===== config.mk =====
export PLATFORM = sky130hd
export DESIGN_NAME = ordered_unique_key_list_top
export DESIGN_NICKNAME = d
export VERILOG_FILES = /design/src/oukl_pkg.sv /design/src/oukl_cell.sv /design/src/oukl_ctrl.sv /design/src/ordered_unique_key_list_top.sv
export SDC_FILE = /design/constraint.sdc
export NUM_CORES = 1
export LEC_CHECK = 0
export BUFFER_PORTS_ARGS = -buffer_cell sky130_fd_sc_hd__buf_2
export CELL_PAD_IN_SITES_DETAIL_PLACEMENT = 0
export CELL_PAD_IN_SITES_GLOBAL_PLACEMENT = 2
export CORE_UTILIZATION = 53
export CTS_BUF_LIST = sky130_fd_sc_hd__clkbuf_2
export CTS_CLUSTER_DIAMETER = 60
export DETAILED_ROUTE_END_ITERATION = 7
export PLACE_DENSITY_LB_ADDON = 0.1
export RECOVER_POWER = 50
export SYNTH_ARGS = -nofsm -noshare
export SYNTH_HDL_FRONTEND = slang
export SYNTH_SLANG_ARGS = --single-unit

===== constraint.sdc =====
create_clock -name clk_i -period 15.4 [get_ports clk_i]
set_clock_uncertainty 0.1 [all_clocks]
set_input_delay 0.77 -clock clk_i [delete_from_list [all_inputs] [get_ports clk_i]]
set_output_delay 0.77 -clock clk_i [all_outputs]
set_load 0.02 [all_outputs]

===== src/oukl_pkg.sv =====
// Shared types, constants and helpers of the ordered unique key list.
package oukl_pkg;

  localparam int unsigned Capacity = 32;
  localparam int unsigned KeyBits  = 32;
  localparam int unsigned IdxW     = $clog2(Capacity);
  localparam int unsigned CntW     = $clog2(Capacity + 1);

  typedef logic [KeyBits-1:0] key_t;
  typedef logic [IdxW-1:0]    idx_t;
  typedef logic [CntW-1:0]    cnt_t;

  typedef enum logic [1:0] {
    OpInsert = 2'd0,
    OpRemove = 2'd1,
    OpList   = 2'd2,
    OpNone   = 2'd3
  } op_e;

  typedef enum logic [2:0] {
    StInserted  = 3'd0,
    StDuplicate = 3'd1,
    StRemoved   = 3'd2,
    StNotFound  = 3'd3,
    StFull      = 3'd4,
    StListEntry = 3'd5,
    StListEmpty = 3'd6
  } status_e;

  typedef struct packed {
    logic [1:0]  op;
    logic [31:0] key;
  } req_t;

  typedef struct packed {
    logic [2:0]  status;
    logic [31:0] entry_key;
    logic [4:0]  position;
    logic        last;
  } rsp_t;

  // Control that the sequencer broadcasts to every cell of the chain.
  typedef struct packed {
    logic rotate;
    logic load;
    logic compact;
    idx_t tgt;
    key_t key;
  } cell_ctl_t;

  function automatic key_t to_key(logic [31:0] k);
    logic [63:0] w;
    w = 64'(k);
    return w[KeyBits-1:0];
  endfunction

  function automatic logic [31:0] to_field(key_t k);
    logic [63:0] w;
    w = 64'(k);
    return w[31:0];
  endfunction

endpackage


===== src/oukl_cell.sv =====
// One storage cell of the key chain: holds a key, takes its neighbor's on a shift and loads a new key when targeted.
module oukl_cell (
  input  logic                 clk_i,
  input  oukl_pkg::cell_ctl_t  ctl_i,
  input  oukl_pkg::idx_t       idx_i,
  input  oukl_pkg::key_t       nbr_i,
  output oukl_pkg::key_t       key_o
);

  oukl_pkg::key_t key_q, key_d;

  always_comb begin
    key_d = key_q;
    if (ctl_i.rotate) begin
      key_d = nbr_i;
    end else if (ctl_i.load && (idx_i == ctl_i.tgt)) begin
      key_d = ctl_i.key;
    end else if (ctl_i.compact && (idx_i >= ctl_i.tgt)) begin
      // Cells at and above the removed slot pull the next key down.
      key_d = nbr_i;
    end
  end

  always_ff @(posedge clk_i) begin
    key_q <= key_d;
  end

  assign key_o = key_q;

endmodule


===== src/oukl_ctrl.sv =====
// Sequencer: watches the head of the rotating chain and forms the results.
module oukl_ctrl (
  input  logic                clk_i,
  input  logic                rst_ni,
  input  logic                start,
  input  oukl_pkg::req_t      req_i,
  output logic                busy,
  input  oukl_pkg::key_t      head_key_i,
  output oukl_pkg::cell_ctl_t ctl_o,
  output oukl_pkg::rsp_t      rsp_o,
  output logic                rsp_valid_o
);

  typedef enum logic [2:0] {
    StIdle   = 3'b001,
    StScan   = 3'b010,
    StFinish = 3'b100
  } state_e;

  state_e            state_q, state_d;
  oukl_pkg::op_e     op_q, op_d;
  oukl_pkg::key_t    key_q, key_d;
  oukl_pkg::idx_t    step_q, step_d;
  logic              found_q, found_d;
  oukl_pkg::idx_t    fidx_q, fidx_d;
  oukl_pkg::cnt_t    count_q, count_d;
  oukl_pkg::rsp_t    rsp_q, rsp_d;
  logic              valid_q, valid_d;
  logic              in_use;

  assign in_use = oukl_pkg::CntW'(step_q) < count_q;

  always_comb begin
    state_d = state_q;
    op_d    = op_q;
    key_d   = key_q;
    step_d  = step_q;
    found_d = found_q;
    fidx_d  = fidx_q;
    count_d = count_q;
    rsp_d   = rsp_q;
    valid_d = 1'b0;
    ctl_o.rotate  = 1'b0;
    ctl_o.load    = 1'b0;
    ctl_o.compact = 1'b0;
    ctl_o.tgt     = count_q[oukl_pkg::IdxW-1:0];
    ctl_o.key     = key_q;
    unique case (state_q)
      StIdle: begin
        if (start) begin
          if ((oukl_pkg::op_e'(req_i.op) == oukl_pkg::OpList) && (count_q == '0)) begin
            valid_d         = 1'b1;
            rsp_d.status    = oukl_pkg::StListEmpty;
            rsp_d.entry_key = '0;
            rsp_d.position  = '0;
            rsp_d.last      = 1'b1;
          end else if (oukl_pkg::op_e'(req_i.op) != oukl_pkg::OpNone) begin
            state_d = StScan;
            op_d    = oukl_pkg::op_e'(req_i.op);
            key_d   = oukl_pkg::to_key(req_i.key);
            step_d  = '0;
            found_d = 1'b0;
          end
        end
      end
      StScan: begin
        // One full turn of the chain brings every slot past the head in order
        // and leaves the contents where they started.
        ctl_o.rotate = 1'b1;
        if (op_q == oukl_pkg::OpList) begin
          if (in_use) begin
            valid_d         = 1'b1;
            rsp_d.status    = oukl_pkg::StListEntry;
            rsp_d.entry_key = oukl_pkg::to_field(head_key_i);
            rsp_d.position  = 5'(step_q);
            rsp_d.last      = (oukl_pkg::CntW'(step_q) + oukl_pkg::CntW'(1)) == count_q;
          end
        end else if (in_use && (head_key_i == key_q)) begin
          found_d = 1'b1;
          fidx_d  = step_q;
        end
        if (step_q == oukl_pkg::IdxW'(oukl_pkg::Capacity - 1)) begin
          state_d = StFinish;
        end else begin
          step_d = step_q + oukl_pkg::IdxW'(1);
        end
      end
      StFinish: begin
        state_d         = StIdle;
        rsp_d.entry_key = oukl_pkg::to_field(key_q);
        rsp_d.last      = 1'b1;
        rsp_d.position  = '0;
        if (op_q == oukl_pkg::OpInsert) begin
          valid_d = 1'b1;
          if (found_q) begin
            rsp_d.status   = oukl_pkg::StDuplicate;
            rsp_d.position = 5'(fidx_q);
          end else if (count_q == oukl_pkg::CntW'(oukl_pkg::Capacity)) begin
            rsp_d.status = oukl_pkg::StFull;
          end else begin
            ctl_o.load     = 1'b1;
            rsp_d.status   = oukl_pkg::StInserted;
            rsp_d.position = 5'(count_q);
            count_d        = count_q + oukl_pkg::CntW'(1);
          end
        end else if (op_q == oukl_pkg::OpRemove) begin
          valid_d = 1'b1;
          if (found_q) begin
            ctl_o.compact  = 1'b1;
            ctl_o.tgt      = fidx_q;
            rsp_d.status   = oukl_pkg::StRemoved;
            rsp_d.position = 5'(fidx_q);
            count_d        = count_q - oukl_pkg::CntW'(1);
          end else begin
            rsp_d.status = oukl_pkg::StNotFound;
          end
        end
      end
      default: begin
        state_d = StIdle;
      end
    endcase
  end

  always_ff @(posedge clk_i or negedge rst_ni) begin
    if (!rst_ni) begin
      state_q <= StIdle;
      count_q <= '0;
      valid_q <= 1'b0;
      step_q  <= '0;
      found_q <= 1'b0;
    end else begin
      state_q <= state_d;
      count_q <= count_d;
      valid_q <= valid_d;
      step_q  <= step_d;
      found_q <= found_d;
    end
  end

  always_ff @(posedge clk_i) begin
    op_q   <= op_d;
    key_q  <= key_d;
    fidx_q <= fidx_d;
    rsp_q  <= rsp_d;
  end

  assign busy        = (state_q != StIdle);
  assign rsp_o       = rsp_q;
  assign rsp_valid_o = valid_q;

endmodule


===== src/ordered_unique_key_list_top.sv =====
// Top level of the ordered unique key list: sequencer plus a ring of key cells.
//
// A request is taken at a rising edge with start high and busy low. Its op
// selects insert, remove or list; the key is ignored for list and op 3 is
// dropped without a result. Results come out on rsp_o, each shown for one
// cycle with rsp_valid_o high; the receiver cannot stall them, and the final
// result of a request carries last.
// Insert and remove turn the cell ring once while the head key is compared,
// then append or compact the ring in the finish state; the result shows in
// the same cycle that busy clears, so no new request is taken before then.
// A list request streams stored keys in order, one per cycle, and also
// keeps busy through the whole turn of the ring and the finish state.
// A list request on an empty list answers the next cycle and busy stays low.
// Reset empties the list; stored keys are not cleared, since the count alone
// decides which slots hold keys.
module ordered_unique_key_list_top (
  input  logic           clk_i,
  input  logic           rst_ni,
  input  logic           start,
  input  oukl_pkg::req_t req_i,
  output logic           busy,
  output oukl_pkg::rsp_t rsp_o,
  output logic           rsp_valid_o
);

  oukl_pkg::cell_ctl_t ctl;
  oukl_pkg::key_t      cell_key [oukl_pkg::Capacity];

  oukl_ctrl u_ctrl (
    .clk_i       (clk_i),
    .rst_ni      (rst_ni),
    .start       (start),
    .req_i       (req_i),
    .busy        (busy),
    .head_key_i  (cell_key[0]),
    .ctl_o       (ctl),
    .rsp_o       (rsp_o),
    .rsp_valid_o (rsp_valid_o)
  );

  for (genvar i = 0; i < oukl_pkg::Capacity; i++) begin : g_cell
    oukl_cell u_cell (
      .clk_i (clk_i),
      .ctl_i (ctl),
      .idx_i (oukl_pkg::IdxW'(i)),
      .nbr_i (cell_key[(i + 1) % oukl_pkg::Capacity]),
      .key_o (cell_key[i])
    );
  end

endmodule


==> impl_results.md, run 1 <==
- Compound-Gate Fraction of Synth Area: 4.311%
- Initial Util: 53.54%
- Share of cells above drive strength 1: 33.78%
- Die Ht: 303.8 um
- PortBufs: 79
- FF/Latch Area: 0.03355 mm^2
- RePlAce Congestion: 0.8672
- Gate Count Post-Synth: 3023
- Yosys cell types: 63
- Critical path launch point type: flip-flop
- Min Hold Slack: 235.3 ps
- Design area: 0.05248 mm^2
- Root Buffer: clkbuf_2
- Critical path arrival: 8530 ps
- PwrDens: 109.4 mW/mm^2
- Worst setup EP type: flip-flop
- Tcrit/Tclk final: 49.73%
- Top-area cell type share of the netlist area: 68.68%
- TritonCTS Sinks: 1120
- Critical path fanouts, max: 32
- Worst path required time: 16280 ps
- Synth Area in XOR/XNOR: 0.7984%
- Netlist area before placement: 0.04827 mm^2
- Simple-Gate Fraction of Synth Area: 3.886%
- Endpoints failing setup: 0
- Final cell count without fillers: 4655
- Post-CTS Hold Buffers: 71
- Post-synth ARST share: 1.429%
- Total negative slack: 0 ps
- Post-synth EDFFs: 1104
- Main combinational cell family by area after synthesis: multiplexers
- Mux contribution to synthesized area: 18.66%
- CP Class: flip-flop to flip-flop
- GRT overflow: 0
- Top post-synthesis cells by area: edfxtp_1 69%, mux2_2 16%, mux2_1 2.9%
- Detail Placement HPWL: 75.58 mm
- Sequential area share after synthesis: 69.52%
- Initial antenna violation count: 9
- Postcts setup bufs: 0
- Final hold viol count: 0
- Final min period: 7659 ps
- Drt first pass iters: 5
- Fmax: 130.6 MHz
- Syn avg cell area: 15.97 um^2
- Post-Synth Adder-Cell Area: 0.3266%
- Final count of pins violating max slew: 1557
- Fin nets: 3344
- Row Count: 110
- Dpl cell area: 0.04968 mm^2
- Syn Nets: 3072
- CTS H-tree lvls: 5
- CTS tree: built
- Drt wl/cell: 28.27 um
- Largest net degree at the start of global routing: 49
- Core area: 0.09015 mm^2
- Synth Register Bits: 1120
- GRT Overall Usage: 28.65%
- Routed wire length: 131.6 mm
- Peak VDD IR: 0.07138 mV
- Worst-path clk slew: 100 ps
- Die Area: 0.09228 mm^2
- Count leader, synth: edfxtp_1
- Maxcap violations: 42
- Post-synth top area cell: edfxtp_1
- Synth Warn #: 0
- Worst Hold Class: input port to flip-flop
- First-pass GRT wire length: 191.8 mm
- Placed insts: 4096
- Slew margin rel.: -221.9%
- RSZ-0062 raised after global routing: no
- Syn-to-layout area delta: 8.728%
- Actual slew at the worst max-slew pin: 4778 ps
- P_leak: 18.37 nW
- Via density: 5.994
- Detail Route Antenna Nets: 0
- Clock Latency Late Sink: 1580 ps
- Die width: 303.8 um
- Failing checks: max-capacitance violations, max-slew violations
- Post-CTS sizing: 0
- Number of global-route vias before repair: 28278
- Multi-input logic area: 0.01345 mm^2
- Num CTS Buffers: 302
- Fillers: 7164
- Vias: 27902
- Top Ports: 80
- Main flop type after synthesis: edfxtp_1
- Iteration-0 DRC Markers: 2750
- Outcome: finished, violations left
- Total power: 5.744 mW
- CTS max path bufs: 4
- DRC Markers: 0
- Post-synth top cells: 1104 x edfxtp_1, 669 x mux2_2, 317 x nand2_1
-- registers in the layout (all words and copies together), names as in the netlist --
register and flops:
u_ctrl.state_q 3, u_ctrl.fidx_q 5, u_ctrl.step_q 5, u_ctrl.op_q 2, u_ctrl.rsp_o 41, u_ctrl.rsp_valid_o 1, u_ctrl.count_q 6, u_ctrl.found_q 1
g_cell.u_cell.key_o 1024, u_ctrl.key_q 32
-- power breakdown --
| group | switching [mW] | total, mW | internal, mW |
|---|---|---|---|
| clock network | 1.20 | 2.00 | 0.793 |
| logic | 0.210 | 0.286 | 0.0758 |
| registers | 0.0343 | 3.46 | 3.43 |
| total | 1.45 | 5.74 | 4.30 |
-- metal layers --
layer  track usage (%)  share of wire, %
met1             40.74                44
met2             42.88                46
met3             6.337               7.5
met4             11.83               3.4
met5                 0            0.0099
-- worst max-delay path: stages, from the launching register on --
cell	delay (ps)
dfrtp_1	490
nor4b_1	790
nand3_1	950
mux2i_1	660
clkbuf_1	440
nand2_1	110
o21ai_0	3510
-- path summary, 6_finish.rpt --
kind / endpoint / cells past startpoint / start / slack [ps]
worst min-delay path: u_ctrl.found_q$_DFFE_PN0P_ / 5 / req_i[33] / 240
worst max register to register: g_cell[10].u_cell.key_o[15]$_DFFE_PP_ / 6 / u_ctrl.state_q[1]$_DFFE_PN0P_ / 7740
worst max-delay path: g_cell[10].u_cell.key_o[15]$_DFFE_PP_ / 6 / u_ctrl.state_q[1]$_DFFE_PN0P_ / 7740
max in group asynchronous: u_ctrl.count_q[2]$_DFFE_PN0P_ / 3 / rst_ni / 14190
worst min register to register: g_cell[12].u_cell.key_o[22]$_DFFE_PP_ / 1 / g_cell[13].u_cell.key_o[22]$_DFFE_PP_ / 320
min in group asynchronous: u_ctrl.rsp_valid_o$_DFF_PN0_ / 3 / rst_ni / 320
-- cells in the final DEF, fill, tap and decap left out, drive strengths merged, types with 15 or more instances in the layout --
| master | synthesis | final |
|---|---|---|
| clkbuf | 149 | 481 |
| dlygate4sd3 | 0 | 71 |
| o21ai | 262 | 262 |
| nand2 | 319 | 319 |
| mux2 | 793 | 793 |
| a21oi | 20 | 20 |
| clkinv | 0 | 54 |
| xnor2 | 34 | 34 |
| edfxtp | 1104 | 1104 |
| a22o | 32 | 32 |
| inv | 15 | 22 |
| nand3 | 33 | 33 |
| dfrtp | 15 | 15 |
| buf | 101 | 78 |
| nor2 | 33 | 33 |
-- per-stage QoR --
step / utilization, % / worst slack, ps
floorplan: - / 9456
global placement: 55.11 / 10850
detailed placement: 55.11 / 10700
CTS: 58.61 / 10600
global route: 58.21 / 7166
finish: 58.22 / 7741
-- logic make-up (layout without fill, tap and decap cells) --
logic type / count (synthesis) / count (layout)
buf+inv: 265 / 712
flops: 1120 / 1120
other cells: 0 / 9
fa+ha+maj: 12 / 12
mux: 797 / 797
xor+xnor: 44 / 44
simple gates: 424 / 424
compound gates: 361 / 361
-- cell type report --
cell class / count / share of cell area (%)
Timing Repair Buffer: 218 / 2.806
Sequential cell: 1120 / 63.94
Inverter: 15 / 0.1073
Clock inverter: 67 / 0.7391
Clock buffer: 412 / 3.929
Antenna cell: 9 / 0.04291
Tap cell: 1176 / 2.804
Multi-Input combinational cell: 1638 / 25.64
No activity file was read; power rests on OpenSTA's default activity.
==> run 2: changes to the inputs <==
CORE_UTILIZATION = 44   (was 53)
clock period = 7 ns   (was 15.4 ns; I/O delays follow)
==> run 2 against run 1 <==
  * The run still ends with max-capacitance violations, max-slew violations left
  * Die area rose by 20%
  * Routed wire length rose by 4.8%
  * Largest power group unchanged
  * Sequential power grew 120%
  * First-iteration DRC count decreased by 15%
  * Final cell count up 6.6%
  * Setup slack worse by 6500 ps
  * Flip-flop and latch count stayed put
  * Fmax is 34% higher
  * Non-clock buffer count rose by 38
==> impl_results.md, run 2 (synthesis results as in run 1) <==
- Internal: 9.575 mW (+120%)
- Num CTS Buffers: 315 (+4.3%)
- Routed wire length: 137.9 mm (+4.8%)
- Core area: 0.1089 mm^2 (+21%)
- Die Ht: 333.2 um (+9.7%)
- Final WS setup: 1268 ps (-6473 ps)
- Endpoints failing setup: 0 (unchanged)
- Met3 track demand over resource: 5.268% (-1.1 points)
- Final hold viol count: 0 (unchanged)
- Vias: 27532 (-1.3%)
- GRT overflow: 0 (unchanged)
- P_leak: 18.75 nW (+2.1%)
- Dpl ws: 2183 ps (-8515 ps)
- Share of cells above drive strength 1: 35.89% (+2.1 points)
- Peak VDD IR: 0.1404 mV (+97%)
- CP Cell Sequence: nor4b_4 -> nand3_1 -> nor3_1 -> a31oi_2 -> nor2_2 -> clkbuf_1 -> mux2_2
- Largest net degree at the start of global routing: 49 (unchanged)
- CP Class: flip-flop to flip-flop
- Fin nets: 3395 (+1.5%)
- Maxcap violations: 18 (-57%)
- Critical path fanouts, max: 32 (unchanged)
- Tcrit/Tclk final: 81.89% (+32 points)
- GR Util met1: 35.70% (-5.0 points)
- Fmax: 174.5 MHz (+34%)
- RePlAce Congestion: 0.8228 (-5.1%)
- GRT Overall Usage: 24.98% (-3.7 points)
- Utilization after layout: 49.15% (-9.1 points)
- Die width: 333.2 um (+9.7%)
- Syn-to-layout area delta: 10.85%
- Final min period: 5732 ps (-1927 ps)
- CP delay by family, top: simple AND/OR/NAND/NOR gates
- Max stage delay on crit path: 1460 ps (-2050 ps)
- Power share of the clock group: 35.6% (+0.9 points)
- Grt peak-use layer: met2
- PwrDens: 240.1 mW/mm^2 (+120%)
- Max reg flops: 1024 (unchanged)
- PortBufs: 79 (unchanged)
- Outcome: finished, violations left
- Clock Latency Late Sink: 1540 ps (-40 ps)
- TritonCTS Sinks: 1120 (unchanged)
- Critical path arrival: 6800 ps (-1730 ps)
- Number of global-route vias before repair: 28521 (+0.86%)
- First-pass GRT wire length: 199.8 mm (+4.1%)
- Worst path required time: 8070 ps (-8210 ps)
- Switch Pwr: 3.273 mW (+130%)
- CTS tree: built
- Row Count: 121 (+10%)
- Buf/Inv on CP: 1 (unchanged)
- Drt wl/cell: 27.80 um (-1.7%)
- DRC Markers: 0 (unchanged)
- Die Area: 0.1110 mm^2 (+20%)
- Iteration-0 DRC Markers: 2343 (-15%)
- Via density: 5.550 (-7.4%)
- Global Route met2 Usage: 37.31% (-5.6 points)
- Worst-path clk slew: 120 ps (+20 ps)
- CTS H-tree lvls: 5 (unchanged)
- Final count of pins violating max slew: 625 (-60%)
- Initial Util: 44.34% (-9.2 points)
- Most common cell after layout, fill and taps aside: edfxtp_1
- Commonest non-fill, non-tap cells in the layout: 1104 x edfxtp_1, 653 x mux2_2, 457 x clkbuf_2
- Sw Ratio: 25.47% (+0.29 points)
- Detail Route Antenna Nets: 0 (unchanged)
- Critical path launch point type: flip-flop
- Flop pwr share: 59.3% (-1.0 points)
- Initial antenna violation count: 17 (+8)
- CTS max path bufs: 4 (unchanged)
- Drt first pass iters: 5 (unchanged)
- RSZ-0062 raised after global routing: no
- Fillers: 9380 (+31%)
- Comb pwr share: 5.1% (about the same)
- Postcts setup bufs: 0 (unchanged)
- Failing checks: max-capacitance violations, max-slew violations
- Total negative slack: 0 ps (unchanged)
- Worst setup EP type: flip-flop
- Detail Placement HPWL: 79.75 mm (+5.5%)
- Slew margin rel.: -88.46% (+130 points)
- Critical Path Slowest Stage Cell: clkbuf_1
- Root Buffer: clkbuf_2
- Actual slew at the worst max-slew pin: 2827 ps (-1951 ps)
- Worst Hold Class: flip-flop to flip-flop
- Top Ports: 80 (unchanged)
## run 2: cell count changes in the layout (fill, tap and decap cells not counted), sizes merged
cell         previous run  this run
dlygate4sd3            71       107
clkinvlp                1         0
diode                   9        14
inv                    22        21
clkbuf                481       512
bufinv                  5         4
buf                    78        93
clkinv                 54        38
## run 2: worst paths after layout
path	start	end	slack, ps	cells after the start
worst max-delay path	u_ctrl.state_q[1]$_DFFE_PN0P_	g_cell[2].u_cell.key_o[30]$_DFFE_PP_	1270	7
worst min-delay path	g_cell[27].u_cell.key_o[25]$_DFFE_PP_	g_cell[26].u_cell.key_o[25]$_DFFE_PP_	290	2
worst max register to register	u_ctrl.state_q[1]$_DFFE_PN0P_	g_cell[2].u_cell.key_o[30]$_DFFE_PP_	1270	7
worst min register to register	g_cell[27].u_cell.key_o[25]$_DFFE_PP_	g_cell[26].u_cell.key_o[25]$_DFFE_PP_	290	2
max in group asynchronous	rst_ni	u_ctrl.count_q[0]$_DFFE_PN0P_	5550	4
min in group asynchronous	rst_ni	u_ctrl.step_q[0]$_DFFE_PN0P_	540	4
## run 2: final cells by class
type	count	area [um^2]	share of cell area, %
diodes	14	35.03	0.06548
clock inverters	48	299.0	0.5589
clock buffers	456	2282	4.266
multi-input cells	1638	13590	25.39
well taps	1414	1769	3.307
flip-flops and latches	1120	33550	62.71
repair buffers	256	1921	3.590
inverters	15	56.30	0.1052
## run 2: metal layers
metal / wire [um] / part of all wire (%)
met5: 0 / 0
met4: 4626 / 3.4
met3: 8813 / 6.4
met2: 61460 / 45
met1: 63000 / 46
## run 2: tightest hold or removal path: stages (launching register included)
cell      delay, ps
edfxtp_1        340
nand2_1          50
o21ai_0          60
## run 2: through the flow
stage               area (um^2)  power, mW  std cells  hold slack [ps]
floorplan                 48270      8.048       3023           -45.59
global placement          50000      8.372       4335            223.6
detailed placement        50000      8.379       4335            235.4
CTS                       53650      13.00       4946            10.32
global route              53480      13.37       4953            306.1
finish                    53500      12.85       4961            289.4
## run 2: power by group through the flow
stage                     Sequential, mW  Combinational [mW]  Clock, mW
final                               7.62               0.651       4.58
after global placement              7.77               0.603          0
after CTS                           7.62               0.658       4.72
after floorplan                     7.75               0.302          0
after global routing                7.63               0.694       5.04
after detailed placement            7.77               0.610          0
## run 2: repair_timing
item                      in CTS  in global routing
hold buffers                 107                  0
gates resized for setup        0                  0
hold endpoints to repair     134                  0
